`src/assert_macros.svh`:
```
// Assertion macros for the RTL of the tuning word command generator.
`ifndef ASSERT_MACROS_SVH
`define ASSERT_MACROS_SVH

`ifndef SYNTHESIS
// Checked after reset has been released.
`define DDSTW_ASSERT(lbl, clk, rstn, prop) \
  lbl: assert property (@(posedge clk) disable iff (!rstn) prop) \
    else $error("assertion failed");
// Checked at every edge, reset included.
`define DDSTW_ASSERT_ALWAYS(lbl, clk, prop) \
  lbl: assert property (@(posedge clk) prop) else $error("assertion failed");
`else
`define DDSTW_ASSERT(lbl, clk, rstn, prop)
`define DDSTW_ASSERT_ALWAYS(lbl, clk, prop)
`endif

`endif

```
`src/ddstw_pkg.sv`:
```
// Types and constants shared by the tuning word command generator modules.
`default_nettype none

package ddstw_pkg;

  localparam int unsigned MCLK_W = 27;
  localparam int unsigned FMAX_W = 26;

  // Command opcodes
  localparam logic [2:0] OP_WR_FREQ   = 3'd0;
  localparam logic [2:0] OP_WR_PHASE  = 3'd1;
  localparam logic [2:0] OP_PINGPONG  = 3'd2;
  localparam logic [2:0] OP_INIT      = 3'd3;
  localparam logic [2:0] OP_SEL_FREQ  = 3'd4;
  localparam logic [2:0] OP_SEL_PHASE = 3'd5;

  // Result status codes
  localparam logic [1:0] STATUS_OK        = 2'd0;
  localparam logic [1:0] STATUS_BAD_FREQ  = 2'd1;
  localparam logic [1:0] STATUS_BAD_PHASE = 2'd2;

  // Configuration register indexes
  localparam logic CFG_MCLK = 1'b0;
  localparam logic CFG_FMAX = 1'b1;

  localparam logic [MCLK_W-1:0] MCLK_RESET = 27'd75000000;
  localparam logic [FMAX_W-1:0] FMAX_RESET = 26'd37500000;

  // Serial command words and register addresses
  localparam logic [15:0] CMD_RESET = 16'h2300;
  localparam logic [15:0] CMD_RUN   = 16'h2200;
  localparam logic [15:0] ADDR_F0   = 16'h4000;
  localparam logic [15:0] ADDR_F1   = 16'h8000;
  localparam logic [15:0] ADDR_P0   = 16'hC000;
  localparam logic [15:0] ADDR_P1   = 16'hE000;
  localparam int unsigned DATA_BITS = 14;

  // Phase word: (deg * 4096 + 180) / 360
  localparam int unsigned PHASE_SHIFT = 12;
  localparam int unsigned PHASE_ROUND = 180;
  localparam int unsigned PHASE_DIV   = 360;
  localparam int unsigned PHASE_MAX   = 359;
  localparam int unsigned DEG_W       = 9;

  // Same value as (deg * 1024 + 45) / 90, taken as (n * 745655) >> 26;
  // exact for every n below 2^19
  localparam logic [9:0]  PHASE_NUM_LO = 10'd45;
  localparam logic [19:0] PHASE_RECIP  = 20'd745655;
  localparam int unsigned PHASE_RSH    = 26;

  typedef enum logic [3:0] {
    K_NONE,
    K_FREQ_LO,
    K_FREQ_HI,
    K_PHASE,
    K_PHASE0,
    K_PHASE1,
    K_RESET,
    K_RUN,
    K_ERR_FREQ,
    K_ERR_PHASE
  } kind_e;

  typedef enum logic [2:0] {
    PIN_HOLD,
    PIN_CLEAR,
    PIN_FLIP,
    PIN_SET_F,
    PIN_SET_P
  } pin_e;

  typedef struct packed {
    logic  accept;
    logic  div_start;
    logic  emit;
    kind_e kind;
    logic  wreg;
    logic  last;
    pin_e  pin;
  } ddstw_cmd_t;

  typedef struct packed {
    logic [2:0] op;
    logic       reg_index;
    logic       freq_ok;
    logic       phase_ok;
    logic       active;
    logic       div_busy;
    logic       slot_free;
  } ddstw_sts_t;

endpackage

`default_nettype wire

```
`src/dds_tuning_word_command_generator.sv`:
```
// Top level of the DDS tuning word command generator.
// One request in, one to eight serial command words out, each with the select pin levels,
// a status code and tlast on the final result of the request. Frequency words come from a
// restoring divider that yields one quotient bit per cycle, so a request that needs a
// division has its first result registered once the divider is done and the result
// register is free, then one result per cycle while the output is taken; once the last
// word of a request is registered, the next request can be accepted in the next cycle.
// Phase words use a constant reciprocal multiplication; phase, select, error and
// unused-opcode requests need no division and go from the start state straight to the
// emit state. One request is worked on at a time; the result register lets the next
// request in while the last result still waits.
`default_nettype none

module dds_tuning_word_command_generator import ddstw_pkg::*; #(
  parameter int unsigned TUNING_BITS = 28
) (
  input  wire logic              clk_i,
  input  wire logic              rst_ni,
  input  wire logic              cfg_we_i,
  input  wire logic              cfg_idx_i,
  input  wire logic [MCLK_W-1:0] cfg_data_i,
  input  wire logic              s_axis_tvalid,
  output logic                   s_axis_tready,
  // [31:0] frequency in Hz, [47:32] phase in degrees
  input  wire logic [47:0]       s_axis_tdata,
  // [2:0] op, [3] reg_index
  input  wire logic [3:0]        s_axis_tuser,
  output logic                   m_axis_tvalid,
  input  wire logic              m_axis_tready,
  // [15:0] spi_word, [16] word_valid, [17] freq_select, [18] phase_select,
  // [20:19] status, [23:21] zero
  output logic [23:0]            m_axis_tdata,
  output logic                   m_axis_tlast
);

  ddstw_cmd_t  cmd;
  ddstw_sts_t  sts;
  logic [15:0] spi_word;
  logic        word_valid, freq_select, phase_select;
  logic [1:0]  status;

  ddstw_ctrl u_ctrl (
    .clk_i     (clk_i),
    .rst_ni    (rst_ni),
    .s_valid_i (s_axis_tvalid),
    .s_ready_o (s_axis_tready),
    .sts_i     (sts),
    .cmd_o     (cmd)
  );

  ddstw_datapath #(
    .TUNING_BITS (TUNING_BITS)
  ) u_dp (
    .clk_i          (clk_i),
    .rst_ni         (rst_ni),
    .cfg_we_i       (cfg_we_i),
    .cfg_idx_i      (cfg_idx_i),
    .cfg_data_i     (cfg_data_i),
    .op_i           (s_axis_tuser[2:0]),
    .reg_index_i    (s_axis_tuser[3]),
    .freq_i         (s_axis_tdata[31:0]),
    .deg_i          (s_axis_tdata[47:32]),
    .cmd_i          (cmd),
    .sts_o          (sts),
    .out_valid_o    (m_axis_tvalid),
    .out_ready_i    (m_axis_tready),
    .spi_word_o     (spi_word),
    .word_valid_o   (word_valid),
    .freq_select_o  (freq_select),
    .phase_select_o (phase_select),
    .status_o       (status),
    .last_o         (m_axis_tlast)
  );

  assign m_axis_tdata = {3'b000, status, phase_select, freq_select, word_valid, spi_word};

endmodule

`default_nettype wire

```
`src/ddstw_divider.sv`:
```
// Restoring bit-serial unsigned divider, one quotient bit per cycle.
`default_nettype none

module ddstw_divider #(
  parameter int unsigned NUM_W = 55,
  parameter int unsigned DEN_W = 27
) (
  input  wire logic             clk_i,
  input  wire logic             rst_ni,
  input  wire logic             start_i,
  input  wire logic [NUM_W-1:0] num_i,
  input  wire logic [DEN_W-1:0] den_i,
  output logic                  busy_o,
  output logic      [NUM_W-1:0] quo_o
);

  localparam int unsigned CNT_W = $clog2(NUM_W + 1);

  logic [CNT_W-1:0] cnt_q, cnt_d;
  logic [NUM_W-1:0] quo_q, quo_d;
  logic [DEN_W-1:0] rem_q, rem_d;
  logic [DEN_W-1:0] den_q;
  logic [DEN_W:0]   rem_sh;
  logic [DEN_W+1:0] diff;
  logic             ge;

  always_comb begin
    rem_sh = {rem_q, quo_q[NUM_W-1]};
    diff   = {1'b0, rem_sh} - {2'b00, den_q};
    ge     = ~diff[DEN_W+1];
    rem_d  = ge ? diff[DEN_W-1:0] : rem_sh[DEN_W-1:0];
    quo_d  = {quo_q[NUM_W-2:0], ge};
    cnt_d  = cnt_q - CNT_W'(1);
  end

  always_ff @(posedge clk_i or negedge rst_ni) begin
    if (!rst_ni) begin
      cnt_q <= '0;
    end else if (start_i) begin
      cnt_q <= CNT_W'(NUM_W);
    end else if (busy_o) begin
      cnt_q <= cnt_d;
    end
  end

  always_ff @(posedge clk_i) begin
    if (start_i) begin
      quo_q <= num_i;
      rem_q <= '0;
      den_q <= den_i;
    end else if (busy_o) begin
      quo_q <= quo_d;
      rem_q <= rem_d;
    end
  end

  assign busy_o = (cnt_q != '0);
  assign quo_o  = quo_q;

endmodule

`default_nettype wire

```
`src/ddstw_datapath.sv`:
```
// Datapath: command fields, configuration, divider, pin state and result register.
`default_nettype none

module ddstw_datapath import ddstw_pkg::*; #(
  parameter int unsigned TUNING_BITS = 28
) (
  input  wire logic              clk_i,
  input  wire logic              rst_ni,
  input  wire logic              cfg_we_i,
  input  wire logic              cfg_idx_i,
  input  wire logic [MCLK_W-1:0] cfg_data_i,
  input  wire logic [2:0]        op_i,
  input  wire logic              reg_index_i,
  input  wire logic [31:0]       freq_i,
  input  wire logic [15:0]       deg_i,
  input  wire ddstw_cmd_t        cmd_i,
  output ddstw_sts_t             sts_o,
  output logic                   out_valid_o,
  input  wire logic              out_ready_i,
  output logic [15:0]            spi_word_o,
  output logic                   word_valid_o,
  output logic                   freq_select_o,
  output logic                   phase_select_o,
  output logic [1:0]             status_o,
  output logic                   last_o
);

  localparam int unsigned NUM_W = FMAX_W + TUNING_BITS + 1;

  logic [MCLK_W-1:0] mclk_q;
  logic [FMAX_W-1:0] fmax_q;
  logic [2:0]        op_q;
  logic              reg_q;
  logic [FMAX_W-1:0] freq_q;
  logic [DEG_W-1:0]  deg_q;
  logic              fok_q, pok_q;
  logic              active_q, fsel_q, psel_q;
  logic              active_d, fsel_d, psel_d;
  logic              out_valid_q;

  logic [NUM_W-1:0]  div_num;
  logic [MCLK_W-1:0] div_den;
  logic [NUM_W-1:0]  quo;
  logic              div_busy;

  logic [DEG_W+9:0]  ph_num;
  logic [DEG_W+29:0] ph_prod;
  logic [11:0]       ph_word;

  logic [15:0]       word_d;
  logic              wvalid_d;
  logic [1:0]        status_d;
  logic [15:0]       faddr;

  always_ff @(posedge clk_i or negedge rst_ni) begin
    if (!rst_ni) begin
      mclk_q <= MCLK_RESET;
      fmax_q <= FMAX_RESET;
    end else if (cfg_we_i) begin
      case (cfg_idx_i)
        CFG_MCLK: mclk_q <= cfg_data_i;
        CFG_FMAX: fmax_q <= cfg_data_i[FMAX_W-1:0];
        default:  ;
      endcase
    end
  end

  // Hold the request fields and their range checks
  always_ff @(posedge clk_i or negedge rst_ni) begin
    if (!rst_ni) begin
      op_q  <= '0;
      reg_q <= 1'b0;
      fok_q <= 1'b0;
      pok_q <= 1'b0;
    end else if (cmd_i.accept) begin
      op_q  <= op_i;
      reg_q <= reg_index_i;
      fok_q <= (freq_i != '0) && (freq_i <= 32'(fmax_q));
      pok_q <= (deg_i <= 16'(PHASE_MAX));
    end
  end

  always_ff @(posedge clk_i) begin
    if (cmd_i.accept) begin
      freq_q <= freq_i[FMAX_W-1:0];
      deg_q  <= deg_i[DEG_W-1:0];
    end
  end

  always_comb begin
    div_num = {1'b0, freq_q, {TUNING_BITS{1'b0}}} + NUM_W'(mclk_q >> 1);
    div_den = (mclk_q == '0) ? MCLK_W'(1) : mclk_q;
  end

  ddstw_divider #(
    .NUM_W (NUM_W),
    .DEN_W (MCLK_W)
  ) u_div (
    .clk_i   (clk_i),
    .rst_ni  (rst_ni),
    .start_i (cmd_i.div_start),
    .num_i   (div_num),
    .den_i   (div_den),
    .busy_o  (div_busy),
    .quo_o   (quo)
  );

  // Phase word by reciprocal multiplication of the reduced fraction
  always_comb begin
    ph_num  = {deg_q, PHASE_NUM_LO};
    ph_prod = {20'd0, ph_num} * {19'd0, PHASE_RECIP};
    ph_word = ph_prod[PHASE_RSH+PHASE_SHIFT-1:PHASE_RSH];
  end

  // Pin levels shown with a result already include that result's update
  always_comb begin
    active_d = active_q;
    fsel_d   = fsel_q;
    psel_d   = psel_q;
    case (cmd_i.pin)
      PIN_CLEAR: begin
        fsel_d = 1'b0;
        psel_d = 1'b0;
      end
      PIN_FLIP: begin
        active_d = ~active_q;
        fsel_d   = ~active_q;
      end
      PIN_SET_F: fsel_d = reg_q;
      PIN_SET_P: psel_d = reg_q;
      default:   ;
    endcase
  end

  always_comb begin
    faddr    = cmd_i.wreg ? ADDR_F1 : ADDR_F0;
    word_d   = '0;
    wvalid_d = 1'b1;
    status_d = STATUS_OK;
    case (cmd_i.kind)
      K_FREQ_LO: word_d = faddr | {2'b00, quo[DATA_BITS-1:0]};
      K_FREQ_HI: word_d = faddr | {2'b00, quo[2*DATA_BITS-1:DATA_BITS]};
      K_PHASE:   word_d = (reg_q ? ADDR_P1 : ADDR_P0) | {4'b0000, ph_word};
      K_PHASE0:  word_d = ADDR_P0;
      K_PHASE1:  word_d = ADDR_P1;
      K_RESET:   word_d = CMD_RESET;
      K_RUN:     word_d = CMD_RUN;
      K_ERR_FREQ: begin
        wvalid_d = 1'b0;
        status_d = STATUS_BAD_FREQ;
      end
      K_ERR_PHASE: begin
        wvalid_d = 1'b0;
        status_d = STATUS_BAD_PHASE;
      end
      default: wvalid_d = 1'b0;
    endcase
  end

  always_ff @(posedge clk_i or negedge rst_ni) begin
    if (!rst_ni) begin
      active_q    <= 1'b0;
      fsel_q      <= 1'b0;
      psel_q      <= 1'b0;
      out_valid_q <= 1'b0;
    end else begin
      if (cmd_i.emit) begin
        active_q    <= active_d;
        fsel_q      <= fsel_d;
        psel_q      <= psel_d;
        out_valid_q <= 1'b1;
      end else if (out_ready_i) begin
        out_valid_q <= 1'b0;
      end
    end
  end

  always_ff @(posedge clk_i) begin
    if (cmd_i.emit) begin
      spi_word_o     <= word_d;
      word_valid_o   <= wvalid_d;
      freq_select_o  <= fsel_d;
      phase_select_o <= psel_d;
      status_o       <= status_d;
      last_o         <= cmd_i.last;
    end
  end

  assign out_valid_o = out_valid_q;

  always_comb begin
    sts_o.op        = op_q;
    sts_o.reg_index = reg_q;
    sts_o.freq_ok   = fok_q;
    sts_o.phase_ok  = pok_q;
    sts_o.active    = active_q;
    sts_o.div_busy  = div_busy;
    sts_o.slot_free = ~out_valid_q | out_ready_i;
  end

endmodule

`default_nettype wire

```
`src/ddstw_ctrl.sv`:
```
// Controller: accepts a request, runs the divider and sequences the result words.
`default_nettype none

`include "assert_macros.svh"

module ddstw_ctrl import ddstw_pkg::*; (
  input  wire logic       clk_i,
  input  wire logic       rst_ni,
  input  wire logic       s_valid_i,
  output logic            s_ready_o,
  input  wire ddstw_sts_t sts_i,
  output ddstw_cmd_t      cmd_o
);

  localparam logic [1:0] S_IDLE  = 2'd0;
  localparam logic [1:0] S_START = 2'd1;
  localparam logic [1:0] S_WAIT  = 2'd2;
  localparam logic [1:0] S_EMIT  = 2'd3;

  logic [1:0] state_q, state_d;
  logic [2:0] step_q, step_d;
  logic       need_div;

  always_comb begin
    need_div = (sts_i.op inside {OP_WR_FREQ, OP_PINGPONG, OP_INIT}) && sts_i.freq_ok;
  end

  // Result sequence for each opcode
  always_comb begin
    cmd_o.kind = K_NONE;
    cmd_o.wreg = 1'b0;
    cmd_o.last = 1'b1;
    cmd_o.pin  = PIN_HOLD;
    case (sts_i.op)
      OP_WR_FREQ: begin
        if (!sts_i.freq_ok) begin
          cmd_o.kind = K_ERR_FREQ;
        end else begin
          cmd_o.kind = step_q[0] ? K_FREQ_HI : K_FREQ_LO;
          cmd_o.last = step_q[0];
          cmd_o.wreg = sts_i.reg_index;
        end
      end
      OP_WR_PHASE: cmd_o.kind = sts_i.phase_ok ? K_PHASE : K_ERR_PHASE;
      OP_PINGPONG: begin
        cmd_o.wreg = ~sts_i.active;
        if (!sts_i.freq_ok) begin
          cmd_o.kind = K_ERR_FREQ;
        end else begin
          case (step_q)
            3'd0: begin
              cmd_o.kind = K_FREQ_LO;
              cmd_o.last = 1'b0;
            end
            3'd1: begin
              cmd_o.kind = K_FREQ_HI;
              cmd_o.last = 1'b0;
            end
            default: cmd_o.pin = PIN_FLIP;
          endcase
        end
      end
      OP_INIT: begin
        cmd_o.last = 1'b0;
        case (step_q)
          3'd0: begin
            cmd_o.kind = K_RESET;
            cmd_o.pin  = PIN_CLEAR;
          end
          3'd1: begin
            cmd_o.kind = sts_i.freq_ok ? K_FREQ_LO : K_ERR_FREQ;
            cmd_o.last = ~sts_i.freq_ok;
          end
          3'd2: cmd_o.kind = K_FREQ_HI;
          3'd3: begin
            cmd_o.kind = K_FREQ_LO;
            cmd_o.wreg = 1'b1;
          end
          3'd4: begin
            cmd_o.kind = K_FREQ_HI;
            cmd_o.wreg = 1'b1;
          end
          3'd5: cmd_o.kind = K_PHASE0;
          3'd6: cmd_o.kind = K_PHASE1;
          default: begin
            cmd_o.kind = K_RUN;
            cmd_o.last = 1'b1;
          end
        endcase
      end
      OP_SEL_FREQ:  cmd_o.pin = PIN_SET_F;
      OP_SEL_PHASE: cmd_o.pin = PIN_SET_P;
      default: ;
    endcase

    state_d         = state_q;
    step_d          = step_q;
    s_ready_o       = 1'b0;
    cmd_o.accept    = 1'b0;
    cmd_o.div_start = 1'b0;
    cmd_o.emit      = 1'b0;
    case (state_q)
      S_IDLE: begin
        s_ready_o    = 1'b1;
        cmd_o.accept = s_valid_i;
        if (s_valid_i) begin
          step_d  = '0;
          state_d = S_START;
        end
      end
      S_START: begin
        if (need_div) begin
          cmd_o.div_start = 1'b1;
          state_d         = S_WAIT;
        end else begin
          state_d = S_EMIT;
        end
      end
      S_WAIT: begin
        if (!sts_i.div_busy) begin
          state_d = S_EMIT;
        end
      end
      S_EMIT: begin
        if (sts_i.slot_free) begin
          cmd_o.emit = 1'b1;
          if (cmd_o.last) begin
            state_d = S_IDLE;
          end else begin
            step_d = step_q + 3'd1;
          end
        end
      end
      default: state_d = S_IDLE;
    endcase
  end

  always_ff @(posedge clk_i or negedge rst_ni) begin
    if (!rst_ni) begin
      state_q <= S_IDLE;
      step_q  <= '0;
    end else begin
      state_q <= state_d;
      step_q  <= step_d;
    end
  end

  `DDSTW_ASSERT(a_emit_needs_slot, clk_i, rst_ni, cmd_o.emit |-> sts_i.slot_free)
  `DDSTW_ASSERT(a_start_sets_busy, clk_i, rst_ni, cmd_o.div_start |=> sts_i.div_busy)
  `DDSTW_ASSERT(a_last_ends_cmd, clk_i, rst_ni, (cmd_o.emit && cmd_o.last) |=> (state_q == S_IDLE))
  `DDSTW_ASSERT_ALWAYS(a_accept_idle_only, clk_i, cmd_o.accept |-> (state_q == S_IDLE))

endmodule

`default_nettype wire

```
`config.mk`:
```
export PLATFORM = sky130hd
export DESIGN_NAME = dds_tuning_word_command_generator
export DESIGN_NICKNAME = d
export VERILOG_FILES = /design/src/ddstw_pkg.sv /design/src/dds_tuning_word_command_generator.sv /design/src/ddstw_divider.sv /design/src/ddstw_datapath.sv /design/src/ddstw_ctrl.sv
export VERILOG_INCLUDE_DIRS = /design/src /design/src/src
export SDC_FILE = /design/constraint.sdc
export NUM_CORES = 1
export LEC_CHECK = 0
export BUFFER_PORTS_ARGS = -buffer_cell sky130_fd_sc_hd__buf_2
export CAP_MARGIN = 5
export CORE_MARGIN = 1
export CORE_UTILIZATION = 56
export DETAILED_ROUTE_END_ITERATION = 12
export GPL_TIMING_DRIVEN = 0
export PLACE_DENSITY_LB_ADDON = 0.2
export SETUP_SLACK_MARGIN = 0.02
export SLEW_MARGIN = 10
export SYNTH_ARGS = -nofsm -noshare
export SYNTH_HDL_FRONTEND = slang
export SYNTH_SLANG_ARGS = --single-unit
```
`constraint.sdc`:
```
create_clock -name clk_i -period 5.26 [get_ports clk_i]
set_input_delay 0.263 -clock clk_i [delete_from_list [all_inputs] [get_ports clk_i]]
set_output_delay 0.263 -clock clk_i [all_outputs]
set_load 0.1 [all_outputs]
```
==> results of run 1 <==
==> sequential cells by signal, summed over array words and instances (netlist names), 2 cells and up <==
signal,flops
u_dp.u_div.quo_o,55
u_dp.mclk_q,27
u_dp.u_div.den_q,27
u_dp.u_div.rem_q,27
u_dp.fmax_q,26
u_dp.freq_q,26
u_dp.spi_word_o,16
u_dp.deg_q,9
u_dp.u_div.cnt_q,6
u_ctrl.step_q,3
u_dp.op_q,3
u_ctrl.state_q,2
u_dp.status_o,2
==> synthesized netlist by cell type, types with 5 or more instances <==
cell,number,area (um^2)
ha_1,179,2240
and3_1,8,50.1
fa_1,43,861
nor4_1,21,131
nor2_1,48,180
buf_2,6,30.0
xnor2_1,21,184
o21ai_0,57,285
or3_1,7,43.8
dfrtp_1,54,1350
dfstp_2,20,526
nand2_1,213,800
a31oi_1,14,87.6
nand4_1,10,62.6
xor2_1,10,87.6
buf_1,5,18.8
o21a_1,16,120
a21o_1,24,180
o211ai_1,6,45.0
o21bai_1,6,45.0
nand3_1,37,185
mux2i_1,18,180
edfxtp_1,139,4170
a21oi_1,81,405
o31a_1,6,52.6
buf_4,7,52.6
o22ai_1,11,68.8
a211oi_1,11,82.6
dfxtp_1,27,541
inv_1,195,732
mux2_2,58,653
and2_1,6,37.5
nand2b_1,13,81.3
o31ai_1,12,90.1
clkbuf_1,54,203
nor2b_1,12,75.1
nor3_1,21,105
==> repair_timing <==
| item | CTS | global route |
|---|---|---|
| buffers inserted | 14 | 5 |
| pin swaps | 31 | 13 |
| hold buffers | 68 | 0 |
| gates cloned | 0 | 0 |
| setup endpoints to repair | 12 | 12 |
| hold endpoints to repair | 149 | 0 |
| resized for setup | 38 | 20 |
==> path summary, 6_finish.rpt <==
path                                              startpoint                                end  depth (start not counted)
max                                  u_dp.deg_q[7]$_DFFE_PP_       u_dp.spi_word_o[8]$_DFFE_PP_                         18
min                                         s_axis_tdata[41]             u_dp.pok_q$_DFFE_PN0P_                          4
max reg2reg                          u_dp.deg_q[7]$_DFFE_PP_       u_dp.spi_word_o[8]$_DFFE_PP_                         18
min reg2reg                u_dp.u_div.rem_q[26]$_SDFFE_PP0P_  u_dp.u_div.rem_q[26]$_SDFFE_PP0P_                          2
max in group asynchronous                             rst_ni        u_dp.mclk_q[26]$_DFFE_PN1P_                          3
min in group asynchronous                             rst_ni         u_dp.fmax_q[7]$_DFFE_PN0P_                          2
==> cell type report <==
cell class	count	area [um^2]	area share [%]
Buffer	73	317	1.68
Clock buffer	38	798	4.23
Clock inverter	12	183	0.969
Inverter	195	732	3.88
Multi-Input combinational cell	1035	8320	44.1
Sequential cell	240	6590	35.0
Tap cell	372	465	2.47
Timing Repair Buffer	197	1450	7.67
==> through the flow <==
stage          util [%]  setup WS, ns  cells  hold WS [ns]
5_1_grt            69.4        -0.263   2162        0.0881
2_1_floorplan         -        0.0295   1543       -0.0326
6_report           69.4        -0.139   2162        0.0466
3_3_place_gp       61.3        -0.537   2023         0.444
4_1_cts            68.9       -0.0939   2157        0.0325
3_5_place_dp       61.6        -0.547   2027         0.191
==> kinds of logic (layout without fill, tap and decap cells) <==
logic type               count (synthesis)  count (layout)  synth area share, %
AO/OA/AOI/OAI                          289             289                 12.1
XOR/XNOR                                31              31                 1.74
AND/OR/NAND/NOR                        414             414                 12.2
adder cells (fa/ha/maj)                222             222                 19.8
flip-flops                             240             240                 42.1
buffers and inverters                  268             515                 6.69
other                                    1               3               0.0240
multiplexers                            76              76                 5.33
==> metal layers <==
metal | track usage [%] | share of wire (%)
met1 | 37.5 | 43
met2 | 47.6 | 48
met3 | 3.89 | 5.8
met4 | 8.73 | 3.1
met5 | 0 | 0
==> critical path, stage by stage, from the launching register on <==
cell and delay [ns]:
edfxtp_1 0.49, fa_2 0.58, inv_2 0.04, fa_2 0.56, inv_2 0.04, fa_2 0.34, fa_1 0.51, fa_1 0.61
ha_4 0.22, ha_4 0.29, nand3_4 0.09, nor3_4 0.21, o31ai_2 0.11, a21oi_2 0.23, buf_4 0.17, o2111ai_2 0.13
a21boi_2 0.18, o21ai_1 0.08, a31o_1 0.25
==> metrics.md, run 1 <==
| Metric | Value |
|---|---|
| Syn_area_per_cell | `10.2 um^2` |
| Worst setup EP type | `register` |
| DP Area | `16800 um^2` |
| # IOs | `112` |
| WS Path Type | `reg2reg` |
| Fin Setup TNS | `-0.687 ns` |
| Post-synth cell types | `79` |
| Via count | `12.3k` |
| # H-tree levels | `1` |
| Initial Util | `57.6%` |
| Minimum clock period | `5.40 ns` |
| Fin crit share | `103%` |
| DRC | `0` |
| First-pass GRT wire length | `63.3 mm` |
| Slew Limit Fails | `0` |
| Die area | `28600 um^2` |
| Drt initial violations | `814` |
| Clock skew | `0.0112 ns` |
| Clock buffer count from CTS | `27` |
| Worst reg-to-reg setup slack | `-0.14 ns` |
| Routability cong. | `0.907` |
| Fin. Hold Viols | `0` |
| Cell Area, Synth | `15600 um^2` |
| Fillers | `2023` |
| Wire per inst | `18.4 um` |
| Pre-antenna DRT Iters | `5` |
| Gr ovfl total | `0` |
| Initial antenna violation count | `0` |
| Clock Path Buffers | `3` |
| Worst slew pin tran | `0.934 ns` |
| ANT cells | `0` |
| Post-DRT Antenna Nets | `0` |
| Largest net degree at the start of global routing | `53` |
| Status | `complete, but fails checks` |
| RSZ-0062 raised after global routing | `yes` |
| Hold crit path type | `in2reg` |
| Worst Path Required | `5.57 ns` |
| Clock Root Buffer | `clkbuf_16` |
| Final setup violation count | `10` |
| Worst setup SP type | `register` |
| Placeable Area | `27200 um^2` |
| Fmax | `185 MHz` |
| Vias in the first global route | `12.2k` |
| Max cap viols | `0` |
| Final worst slack | `-0.139 ns` |
| Share of post-route cells with drive strength above 1 | `18.3%` |
| Asr flop ratio synth | `30.8%` |
| Failing checks | `negative setup slack` |
| Yosys warns | `0` |
| Yosys reg bits | `240` |
| Slew HR | `37.6%` |
| Port Buffer Count | `108` |
| Vias per cell | `5.70` |
| Rows | `60` |
| CTS tree | `yes` |
| Most frequent cells in the layout | `nand2_1 (213), inv_1 (187), ha_1 (168), edfxtp_1 (139), buf_2 (113)` |
| Cells after synthesis | `1541` |
| CTS Sinks | `240` |
| Chip Width | `169 um` |
| Final Cell Area | `18900 um^2` |
| Register area share after synthesis | `42.1%` |
| Post-synth top flop | `edfxtp_1` |
| Post-synth EDFFs | `139` |
| Area Growth Syn to Fin | `20.5%` |
| WL final | `39.9 mm` |
| Total Nets Final | `2076` |
| Leading cell type in the layout, fill and taps excluded | `nand2_1` |
| Die Y-Extent | `169 um` |
| Crit path max fanout | `3` |
| Detail Placement HPWL | `28.2 mm` |
| Clock Latency Late Sink | `0.56 ns` |
| Arrival time worst endpoint | `5.71 ns` |
| GR Util All Layers | `28.1%` |
| Clock slew at reported path FFs | `0.07 ns` |
Power of run 1 is left out: the tool's default activity adds up to more than one toggle a clock period on the data nets, which glitch-free logic cannot reach.
==> run 2: changes to the inputs <==
--- a/config.mk
+++ b/config.mk
@@ -13,7 +13,7 @@
 export DETAILED_ROUTE_END_ITERATION = 12
 export GPL_TIMING_DRIVEN = 0
 export PLACE_DENSITY_LB_ADDON = 0.2
-export SETUP_SLACK_MARGIN = 0.02
+export SETUP_SLACK_MARGIN = 0.4
 export SLEW_MARGIN = 10
 export SYNTH_ARGS = -nofsm -noshare
 export SYNTH_HDL_FRONTEND = slang
==> metrics.md, run 2 (synthesis results as in run 1) <==
| Metric | Value |
|---|---|
| CTS Sinks | `240 (unchanged)` |
| Worst setup EP type | `register` |
| Initial antenna violation count | `0 (unchanged)` |
| Chip Width | `169 um (unchanged)` |
| Clock Path Buffers | `3 (unchanged)` |
| Fin. Hold Viols | `0 (unchanged)` |
| Rows | `60 (unchanged)` |
| Clock skew | `0.0139 ns (+0.00272 ns)` |
| Slowest stage delay, CP | `0.53 ns (-0.08 ns)` |
| Footprint of the multi-input gates | `8340 um^2 (+0.24%)` |
| Die area | `28600 um^2 (unchanged)` |
| DRC | `0 (unchanged)` |
| Cell mode on critical path | `fa_1` |
| Vias per cell | `5.65 (-0.86%)` |
| Wire per inst | `18.0 um (-2.5%)` |
| Most frequent cells in the layout | `nand2_1 (213), inv_1 (187), ha_1 (167), edfxtp_1 (139), buf_2 (113)` |
| M2 GR Usage | `46.1% (-1.5 points)` |
| Clock buffer count from CTS | `27 (unchanged)` |
| Die Y-Extent | `169 um (unchanged)` |
| RSZ-0062 raised after global routing | `yes` |
| Area Growth Syn to Fin | `19.8%` |
| Max cap viols | `0 (unchanged)` |
| Largest net degree at the start of global routing | `47 (-11%)` |
| CTS tree | `yes` |
| Failing checks | `negative setup slack` |
| Worst Path Required | `5.50 ns (-0.07 ns)` |
| Slew HR | `35.7% (-1.9 points)` |
| Gr ovfl total | `0 (unchanged)` |
| Pre-antenna DRT Iters | `5 (unchanged)` |
| Worst slew pin tran | `0.964 ns (+0.0291 ns)` |
| Arrival time worst endpoint | `5.61 ns (-0.10 ns)` |
| Via count | `12.2k (-1.0%)` |
| Crit path max fanout | `4 (+1)` |
| Final setup violation count | `5 (-5)` |
| Final Util | `69.0% (-0.41 points)` |
| WL final | `38.8 mm (-2.6%)` |
| Worst reg-to-reg setup slack | `-0.10 ns (+0.04 ns)` |
| Fmax | `186 MHz (+0.69%)` |
| Clock Latency Late Sink | `0.54 ns (-0.02 ns)` |
| R2r worst-path depth | `17 (-1)` |
| Total Nets Final | `2073 (-0.14%)` |
| Worst reg2reg path endpoint | `u_dp.spi_word_o[3]$_DFFE_PP_` |
| Initial Util | `57.6% (unchanged)` |
| DP Area | `16800 um^2 (+0.52%)` |
| WS Path Type | `reg2reg` |
| Hold wc startpoint | `cfg_data_i[15]` |
| Max reg flops | `55 (unchanged)` |
| Clock slew at reported path FFs | `0.06 ns (about the same)` |
| Cell Chain, Critical Path | `buf_6 -> ha_4 -> fa_1 -> fa_1 -> fa_1 -> inv_1 -> fa_1 -> ha_1 -> inv_2 -> ha_4 -> a211o_1 -> nor4_4 -> o21ai_2 -> a21o_1 -> a21oi_2 -> xor2_1 -> o22ai_1` |
| Placeable Area | `27200 um^2 (unchanged)` |
| Share of post-route cells with drive strength above 1 | `18.4% (+0.031 points)` |
| # IOs | `112 (unchanged)` |
| Seq. cell area | `6590 um^2 (unchanged)` |
| Minimum clock period | `5.36 ns (-0.0372 ns)` |
| ANT cells | `0 (unchanged)` |
| First-pass GRT wire length | `61.8 mm (-2.3%)` |
| Drt initial violations | `801 (-1.6%)` |
| Port Buffer Count | `108 (unchanged)` |
| M3 GR Usage | `3.61% (-0.28 points)` |
| Fin crit share | `102% (-0.71 points)` |
| Routability cong. | `0.891 (-1.7%)` |
| WHS Endpoint | `u_dp.fmax_q[15]$_DFFE_PN0P_` |
| Post-DRT Antenna Nets | `0 (unchanged)` |
| Vias in the first global route | `12.2k (-0.40%)` |
| Met1 usage | `36.8% (-0.76 points)` |
| Hold path cells | `2 (-2)` |
| R2r startpoint | `u_dp.deg_q[8]$_DFFE_PP_` |
| Final Cell Area | `18700 um^2 (-0.60%)` |
| GR peak layer | `met2` |
| Hold crit path type | `in2reg` |
| Slew Limit Fails | `0 (unchanged)` |
| Leading cell type in the layout, fill and taps excluded | `nand2_1` |
| Fillers | `2066 (+2.1%)` |
| Detail Placement HPWL | `28.1 mm (-0.43%)` |
| Slowest CP cell | `fa_1` |
| # H-tree levels | `1 (unchanged)` |
| Status | `complete, but fails checks` |
| Worst setup SP type | `register` |
| Final worst slack | `-0.102 ns (+0.0372 ns)` |
| Clock Root Buffer | `clkbuf_16` |
| Fin Setup TNS | `-0.345 ns (+0.343 ns)` |
| Hold WS | `0.0236 ns (-0.0230 ns)` |
| GR Util All Layers | `27.4% (-0.78 points)` |
run 2: what timing repair did:
| item | CTS | global route |
|---|---|---|
| gates resized for setup | 36 | 14 |
| setup endpoints to repair | 12 | 12 |
| endpoints found under the hold margin | 104 | 0 |
| pin swaps | 26 | 14 |
| buffers inserted | 12 | 9 |
| hold buffers | 61 | 0 |
run 2: how the worst max path moves through the flow:
stage / start / endpoint / slack [ns] / depth (start not counted)
detailed placement: u_dp.deg_q[3]$_DFFE_PP_ / u_dp.spi_word_o[11]$_DFFE_PP_ / -0.18 / 16
global route: u_dp.deg_q[8]$_DFFE_PP_ / u_dp.spi_word_o[8]$_DFFE_PP_ / -0.20 / 20
global placement: u_dp.deg_q[6]$_DFFE_PP_ / u_dp.spi_word_o[11]$_DFFE_PP_ / -0.15 / 18
finish: u_dp.deg_q[8]$_DFFE_PP_ / u_dp.spi_word_o[3]$_DFFE_PP_ / -0.10 / 17
floorplan: u_dp.deg_q[7]$_DFFE_PP_ / u_dp.spi_word_o[2]$_DFFE_PP_ / 0.26 / 19
CTS: u_dp.deg_q[6]$_DFFE_PP_ / u_dp.spi_word_o[2]$_DFFE_PP_ / -0.07 / 19
run 2: critical path, delay by kind of cell, from the launching register on:
kind / cells / cell delay (ns)
xor+xnor: 1 / 0.25
buf+inv: 3 / 0.27
compound gates: 5 / 0.98
flops: 1 / 0.50
simple gates: 1 / 0.21
fa+ha+maj: 7 / 2.84
run 2: area by class of cell:
type | instances | share of cell area [%]
Timing Repair Buffer | 194 | 7.58
Clock buffer | 35 | 3.87
Clock inverter | 15 | 0.788
Buffer | 73 | 1.69
Sequential cell | 240 | 35.2
Multi-Input combinational cell | 1035 | 44.5
Inverter | 195 | 3.90
Tap cell | 372 | 2.48
run 2: metal layers:
layer,wire length (um),vias up,part of all wire (%)
li1,-,5849,-
met1,16800,5871,43
met2,18900,394,49
met3,2170,82,5.6
met4,1000,0,2.6
met5,0,-,0
run 2: through the flow:
stage	setup WS, ns	instances
after floorplan	0.262	1543
after global placement	-0.148	2023
after detailed placement	-0.176	2027
after CTS	-0.0740	2150
after global routing	-0.201	2159
final	-0.102	2159
Power of run 2 is left out for the same reason.
